`config.mk`:
```
export PLATFORM = sky130hd
export DESIGN_NAME = fraction_sum_accumulator
export DESIGN_NICKNAME = d
export VERILOG_FILES = /design/src/rtl/core/fsa_pkg.sv /design/src/rtl/core/fsa_divider.sv /design/src/rtl/core/fraction_sum_accumulator.sv
export SDC_FILE = /design/constraint.sdc
export NUM_CORES = 2
export LEC_CHECK = 0
export BUFFER_PORTS_ARGS = -buffer_cell sky130_fd_sc_hd__buf_4
export CAP_MARGIN = 20
export CORE_MARGIN = 2
export CORE_UTILIZATION = 45
export DETAILED_ROUTE_END_ITERATION = 10
export GPL_ROUTABILITY_DRIVEN = 0
export GPL_TIMING_DRIVEN = 1
export SYNTH_ARGS = -nofsm -noshare
export SYNTH_HDL_FRONTEND = slang
export SYNTH_SLANG_ARGS = --single-unit
```
`constraint.sdc`:
```
create_clock -name clk -period 12.3 [get_ports clk]
set_clock_uncertainty 0.2 [all_clocks]
set_input_delay 0 -clock clk [delete_from_list [all_inputs] [get_ports clk]]
set_output_delay 0 -clock clk [all_outputs]
set_load 0.1 [all_outputs]
```
`src/rtl/core/fsa_pkg.sv`:
```
// Package for the fraction sum accumulator: widths, word types, sequencer states.
// No dependencies.
package fsa_pkg;

	localparam int TERM_WIDTH = 16;
	localparam int ACC_WIDTH  = 32;
	// cross sum n*b + a*d needs one bit more than the product
	localparam int PROD_WIDTH = ACC_WIDTH + TERM_WIDTH;
	localparam int WIDE_WIDTH = PROD_WIDTH + 1;
	localparam int SH_WIDTH   = $clog2(WIDE_WIDTH + 1);
	localparam int BIT_WIDTH  = $clog2(WIDE_WIDTH);

	typedef struct packed {
		logic [15:0] term_numerator;
		logic [15:0] term_denominator;
		logic        last_term;
	} in_word_t;

	typedef struct packed {
		logic [31:0] sum_numerator;
		logic [31:0] sum_denominator;
		logic        overflow;
	} out_word_t;

	typedef enum logic [9:0] {
		ST_IDLE  = 10'b0000000001,
		ST_MUL   = 10'b0000000010,
		ST_GZERO = 10'b0000000100,
		ST_GTWO  = 10'b0000001000,
		ST_GAODD = 10'b0000010000,
		ST_GLOOP = 10'b0000100000,
		ST_GSHL  = 10'b0001000000,
		ST_DIVN  = 10'b0010000000,
		ST_DIVD  = 10'b0100000000,
		ST_OUT   = 10'b1000000000
	} state_t;

endpackage

```
`src/rtl/core/fsa_divider.sv`:
```
// Restoring divider, one quotient bit per cycle, over the wide cross-sum width.
// Depends on fsa_pkg.
module fsa_divider (
	input  logic                          clk,
	input  logic                          arst_n,
	input  logic                          start,
	input  logic [fsa_pkg::WIDE_WIDTH-1:0] dividend,
	input  logic [fsa_pkg::WIDE_WIDTH-1:0] divisor,
	output logic                          done,
	output logic [fsa_pkg::WIDE_WIDTH-1:0] quotient
);
	import fsa_pkg::*;

	logic [WIDE_WIDTH-1:0] rem_q, quo_q, num_q;
	logic [BIT_WIDTH-1:0]  cnt_q;
	logic                  busy_q, done_q;
	logic [WIDE_WIDTH:0]   trial;

	assign trial    = {rem_q, num_q[WIDE_WIDTH-1]};
	assign done     = done_q;
	assign quotient = quo_q;

	always_ff @(posedge clk or negedge arst_n) begin
		if (!arst_n) begin
			busy_q <= 1'b0;
			done_q <= 1'b0;
			cnt_q  <= '0;
		end else begin
			done_q <= 1'b0;
			if (start) begin
				busy_q <= 1'b1;
				cnt_q  <= BIT_WIDTH'(WIDE_WIDTH - 1);
			end else if (busy_q) begin
				if (cnt_q == '0) begin
					busy_q <= 1'b0;
					done_q <= 1'b1;
				end
				cnt_q <= cnt_q - 1'b1;
			end
		end
	end

	always_ff @(posedge clk) begin
		if (start) begin
			rem_q <= '0;
			quo_q <= '0;
			num_q <= dividend;
		end else if (busy_q) begin
			num_q <= num_q << 1;
			if (trial >= {1'b0, divisor}) begin
				rem_q <= WIDE_WIDTH'(trial - {1'b0, divisor});
				quo_q <= {quo_q[WIDE_WIDTH-2:0], 1'b1};
			end else begin
				rem_q <= trial[WIDE_WIDTH-1:0];
				quo_q <= {quo_q[WIDE_WIDTH-2:0], 1'b0};
			end
		end
	end

endmodule

```
`src/rtl/core/fraction_sum_accumulator.sv`:
```
// Fraction sum accumulator top level: sequencer, multiplier, binary gcd, divider.
// Depends on fsa_pkg and fsa_divider.
//
// Adds a sequence of unsigned fractions exactly and keeps the sum reduced by
// its gcd; the word with last_term set returns one result and clears the sum.
// One word is handled at a time and in is not ready meanwhile. The first word
// of a sequence is stored as the sum directly. A later word goes through the
// multiply steps, then a binary gcd by shifts and subtractions of the 49-bit
// cross sum (skipped for a zero numerator), then two divisions by the gcd,
// of the numerator and of the denominator, then a store. The divider gives
// one quotient bit per cycle. A result waits in an output register until taken.
module fraction_sum_accumulator (
	input  logic               clk,
	input  logic               arst_n,
	input  logic               in_valid,
	output logic               in_ready,
	input  fsa_pkg::in_word_t  in_data,
	output logic               out_valid,
	input  logic               out_ready,
	output fsa_pkg::out_word_t out_data
);
	import fsa_pkg::*;

	state_t state_q;
	logic [ACC_WIDTH-1:0]  acc_n_q, acc_d_q;
	logic                  first_q, ovf_q, last_q;
	logic [TERM_WIDTH-1:0] tn_q, td_q;
	logic [WIDE_WIDTH-1:0] n_q, d_q, ga_q, gb_q, g_q, qn_q;
	logic [SH_WIDTH-1:0]   k_q;
	logic [1:0]            mstep_q;
	logic [PROD_WIDTH-1:0] prod;
	logic [ACC_WIDTH-1:0]  mul_a;
	logic [TERM_WIDTH-1:0] mul_b;
	logic                  out_valid_q;
	out_word_t             out_q;
	logic                  div_start, div_done;
	logic [WIDE_WIDTH-1:0] div_num, div_q;
	logic [TERM_WIDTH-1:0] in_tn, in_td;

	assign in_tn = in_data.term_numerator[TERM_WIDTH-1:0];
	assign in_td = (in_data.term_denominator[TERM_WIDTH-1:0] == '0) ? TERM_WIDTH'(1)
		: in_data.term_denominator[TERM_WIDTH-1:0];

	assign in_ready  = (state_q == ST_IDLE);
	assign out_valid = out_valid_q;
	assign out_data  = out_q;

	// one shared multiplier: acc_n*b, then a*acc_d, then acc_d*b
	always_comb begin
		case (mstep_q)
			2'd0:    begin mul_a = acc_n_q; mul_b = td_q; end
			2'd1:    begin mul_a = acc_d_q; mul_b = tn_q; end
			default: begin mul_a = acc_d_q; mul_b = td_q; end
		endcase
	end
	assign prod = PROD_WIDTH'(mul_a) * PROD_WIDTH'(mul_b);

	assign div_num = (state_q == ST_DIVN) ? n_q : d_q;

	fsa_divider u_div (
		.clk      (clk),
		.arst_n   (arst_n),
		.start    (div_start),
		.dividend (div_num),
		.divisor  (g_q),
		.done     (div_done),
		.quotient (div_q)
	);

	logic div_go_q;
	assign div_start = div_go_q;

	function automatic logic fits(input logic [WIDE_WIDTH-1:0] v);
		return (v >> ACC_WIDTH) == '0;
	endfunction

	always_ff @(posedge clk or negedge arst_n) begin
		if (!arst_n) begin
			state_q     <= ST_IDLE;
			acc_n_q     <= '0;
			acc_d_q     <= ACC_WIDTH'(1);
			first_q     <= 1'b0;
			ovf_q       <= 1'b0;
			out_valid_q <= 1'b0;
			div_go_q    <= 1'b0;
			mstep_q     <= '0;
			last_q      <= 1'b0;
			tn_q        <= '0;
			td_q        <= '0;
			n_q         <= '0;
			d_q         <= '0;
			ga_q        <= '0;
			gb_q        <= '0;
			g_q         <= '0;
			qn_q        <= '0;
			k_q         <= '0;
			out_q       <= '0;
		end else begin
			div_go_q <= 1'b0;
			if (out_valid_q && out_ready) out_valid_q <= 1'b0;
			case (state_q)
				ST_IDLE: begin
					if (in_valid) begin
						last_q <= in_data.last_term;
						tn_q   <= in_tn;
						td_q   <= in_td;
						if (!first_q) begin
							acc_n_q <= ACC_WIDTH'(in_tn);
							acc_d_q <= ACC_WIDTH'(in_td);
							first_q <= 1'b1;
							state_q <= ST_OUT;
						end else begin
							mstep_q <= '0;
							state_q <= ST_MUL;
						end
					end
				end
				ST_MUL: begin
					mstep_q <= mstep_q + 1'b1;
					case (mstep_q)
						2'd0:    n_q <= WIDE_WIDTH'(prod);
						2'd1:    n_q <= n_q + WIDE_WIDTH'(prod);
						default: begin
							d_q     <= WIDE_WIDTH'(prod);
							state_q <= ST_GZERO;
						end
					endcase
				end
				ST_GZERO: begin
					ga_q <= n_q;
					gb_q <= d_q;
					k_q  <= '0;
					// zero numerator: gcd is d, so the sum reduces to 0/1
					if (n_q == '0) begin
						g_q      <= d_q;
						div_go_q <= 1'b1;
						state_q  <= ST_DIVN;
					end else begin
						state_q <= ST_GTWO;
					end
				end
				ST_GTWO: begin
					if (ga_q[0] | gb_q[0]) state_q <= ST_GAODD;
					else begin
						ga_q <= ga_q >> 1;
						gb_q <= gb_q >> 1;
						k_q  <= k_q + 1'b1;
					end
				end
				ST_GAODD: begin
					if (ga_q[0]) state_q <= ST_GLOOP;
					else ga_q <= ga_q >> 1;
				end
				ST_GLOOP: begin
					if (gb_q == '0) begin
						g_q     <= ga_q;
						state_q <= ST_GSHL;
					end else if (!gb_q[0]) begin
						gb_q <= gb_q >> 1;
					end else if (gb_q >= ga_q) begin
						gb_q <= gb_q - ga_q;
					end else begin
						ga_q <= gb_q;
						gb_q <= ga_q - gb_q;
					end
				end
				ST_GSHL: begin
					if (k_q == '0) begin
						div_go_q <= 1'b1;
						state_q  <= ST_DIVN;
					end else begin
						g_q <= g_q << 1;
						k_q <= k_q - 1'b1;
					end
				end
				ST_DIVN: begin
					if (div_done) begin
						qn_q     <= div_q;
						div_go_q <= 1'b1;
						state_q  <= ST_DIVD;
					end
				end
				ST_DIVD: begin
					if (div_done) begin
						if (!fits(qn_q) || !fits(div_q)) ovf_q <= 1'b1;
						acc_n_q <= qn_q[ACC_WIDTH-1:0];
						acc_d_q <= (div_q[ACC_WIDTH-1:0] == '0) ? ACC_WIDTH'(1)
							: div_q[ACC_WIDTH-1:0];
						state_q <= ST_OUT;
					end
				end
				ST_OUT: begin
					if (!last_q) begin
						state_q <= ST_IDLE;
					end else if (!out_valid_q || out_ready) begin
						out_valid_q <= 1'b1;
						out_q.sum_numerator   <= 32'(acc_n_q);
						out_q.sum_denominator <= 32'(acc_d_q);
						out_q.overflow        <= ovf_q;
						acc_n_q <= '0;
						acc_d_q <= ACC_WIDTH'(1);
						first_q <= 1'b0;
						ovf_q   <= 1'b0;
						state_q <= ST_IDLE;
					end
				end
				default: state_q <= ST_IDLE;
			endcase
		end
	end

endmodule

```
==> results_dict.tcl <==
set metrics [dict create \
    status "finished, final reports clean" \
    hold_path.class "input pin to register" \
    vias_per_cell 5.853 \
    reg2reg_slack_ns 1.41 \
    grtUsageMet3_pct 3.867 \
    design.die.area_um2 126300 \
    cts_hold_buf 75 \
    clockRootBuffer "clkbuf_16" \
    r2r-start "mstep_q[1]" \
    synthCells 6391 \
    synth-seq-area-share_pct 28.02 \
    drc 0 \
    routed_wl_um 177300 \
    r2r_cells 33 \
    start_util_pct 45.48 \
    drtIter0Drc 4452 \
    worstSkewPairLatency_ns 0.70 \
    grtUsageTotal_pct 27.95 \
    path_max_fanout 28 \
    avgSynthCellArea_um2 8.696 \
    antenna_left 0 \
    grt_max_degree 136 \
    die_height_um 355.4 \
    start_kind "register" \
    synthArstFlopShare_pct 76.74 \
    post-cts-setup-buffers 0 \
    cp.required_ns 12.67 \
    r2r_end "n_q[46]" \
    vias 47170 \
    hold_depth 4 \
    timing.fmax_mhz 91.82 \
    syn_to_final_growth_pct 9.906 \
    core.rowCount 128 \
    finalCritPeriodShare_pct 88.54 \
    layout_min_cycle_time_ns 10.89 \
    cts-resized-gates 0 \
    ys_types 105 \
    wire_per_inst_um 22.00 \
    drive_above_1_share_pct 8.968 \
    dp_hpwl_um 134400 \
    tightestPinTransition_ns 1.237 \
    dr.pass1.iters 8 \
    grt_overflow 0 \
    drv_slew 0 \
    grt_use_met2_pct 46.04 \
    grt_pass1_wl_um 277000 \
    netlist.top_cell.by_area "dfrtp_1" \
    crit_type "register to register" \
    cts_tree "done" \
    nets 7156 \
    grt-busiest-layer "met2" \
    core_area_um2 122200 \
    tns_ns 0 \
    io_buffers 103 \
    hold_violations 0 \
    clock-sinks 632 \
    min_to "acc_d_q[1]" \
    setup_viol 0 \
    worstPathArrival_ns 11.26 \
    h-tree-depth 3 \
    grt_pass1_vias 46960 \
    synth_edf_count 49 \
    synthTopCellsByArea "dfrtp_1 22%, fa_1 15%, ha_1 7.3%, a21oi_1 5.2%, nand2_1 5.2%" \
    clockBufferDepth 3 \
    fp.dieW_um 355.4 \
    ys_warn_count 0 \
    rsz0062_at_grt "no" \
    slowest_delay_ns 1.08 \
    ioPinCount 104 \
    synth_fp_nets 7177 \
    ys_ff_latch 632 \
    n_antenna_cell 0 \
    clk_pin_slew_ns 0.06 \
    cts_buffers 76 \
    path_common_cell "fa_1" \
    synthFlopType "dfrtp_1" \
    use_met1_pct 36.88 \
    syn_area_um2 55580 \
    netlist.area_leader.share_pct 21.75 \
    drv_cap 0 \
    crit_path_end_kind "register" \
    antenna_found_initial 0 \
    relSlewSlack_pct 15.20 \
    cp_slowest_cell "mux2i_1" \
    min-delay-start "in_data[2]" \
]
==> kinds of logic after synthesis <==
| kind of cell | count (synthesis) | share of synthesized area (%) |
|---|---|---|
| AO/OA/AOI/OAI | 1654 | 18.35 |
| XOR/XNOR | 179 | 2.821 |
| adder cells (fa/ha/maj) | 749 | 22.58 |
| buffers and inverters | 1040 | 7.328 |
| flip-flops | 632 | 28.02 |
| multiplexers | 363 | 6.992 |
| AND/OR/NAND/NOR | 1774 | 13.91 |
==> cell type report <==
class,instances,area (µm²)
Fill cell,11530,61110
Multi-Input combinational cell,4719,36070
Sequential cell,632,15580
Inverter,693,2601
Clock buffer,102,2162
Timing Repair Buffer,248,2097
Tap cell,1625,2033
Clock inverter,40,536.8
==> metal layers <==
metal	routed length, µm	vias to the layer above
met1	75000	23290
li1	-	21770
met4	8506	0
met5	0	-
met3	10940	380
met2	82870	1730
==> how the worst max path moves through the flow <==
stage,start,endpoint,slack [ns]
floorplan,mstep_q[1],n_q[48],2.62
global placement,mstep_q[0],n_q[46],1.69
detailed placement,mstep_q[1],n_q[46],1.58
CTS,mstep_q[1],n_q[46],1.57
global route,mstep_q[1],n_q[46],0.96
finish,mstep_q[1],n_q[46],1.41
==> flip-flops by register name, indices dropped and copies added, names as in the netlist, 10 cells and up <==
register,cells
gb_q,49
qn_q,49
g_q,49
state_q,10
acc_d_q,32
td_q,16
u_div.num_q,49
ga_q,49
u_div.rem_q,49
d_q,48
out_data,65
u_div.quotient,49
tn_q,16
n_q,49
acc_n_q,32
==> synthesized netlist by cell type (all sizes together) (7+ instances only) <==
cell,number
nor2,575
dfrtp,483
o211ai,21
a22o,55
or4,8
a41oi,8
and3,22
a31oi,40
edfxtp,49
nor2b,32
mux2i,164
buf,100
a2111oi,12
inv,691
a21oi,585
o22ai,108
nor3,43
or3,9
nor4,55
clkbuf,247
a21boi,8
nand3,72
nand4,55
or2,7
o31ai,16
xor2,80
nand2,779
a211oi,69
o21ai,376
and4,10
a21o,122
o21bai,46
fa,423
a211o,10
o31a,7
a22oi,84
a221oi,17
nand2b,31
dfxtp,98
ha,326
o21a,25
mux2,199
xnor2,99
and2,54
==> critical path: cells and delay by family, from the launching register on <==
family                     cells  cell delay [ns]
AOI/OAI and AO/OA             11             2.83
DFF                            1             0.38
adders and majority gates      9             4.14
buffers and inverters          4             0.37
and+or+nand+nor                7             1.48
muxes                          1             1.08
xor gates and xnor gates       1             0.26
==> cells in the final DEF, fill, tap and decap left out, drive strengths merged, types with 122 or more instances in the layout <==
master / count
ha: 326
mux2i: 164
o21ai: 376
inv: 697
buf: 174
nand2: 779
a21oi: 585
mux2: 199
dfrtp: 483
nor2: 575
fa: 423
a21o: 122
==> stage by stage <==
step                hold slack [ns]  std cells  setup WS [ns]  area (µm²)  utilization (%)
global route                0.04781       8059         0.9550       61080            49.99
detailed placement          0.01766       7842          1.579       57620            47.15
CTS                      0.00002848       8059          1.574       61080            49.99
finish                      0.03585       8059          1.409       61080            49.99
floorplan                   -0.4956       6391          2.618       55580                -
global placement            0.01532       7839          1.689       57600            47.13
Power is not shown: default switching activity piles up to over one toggle a cycle in this logic, so the estimate is an artifact.
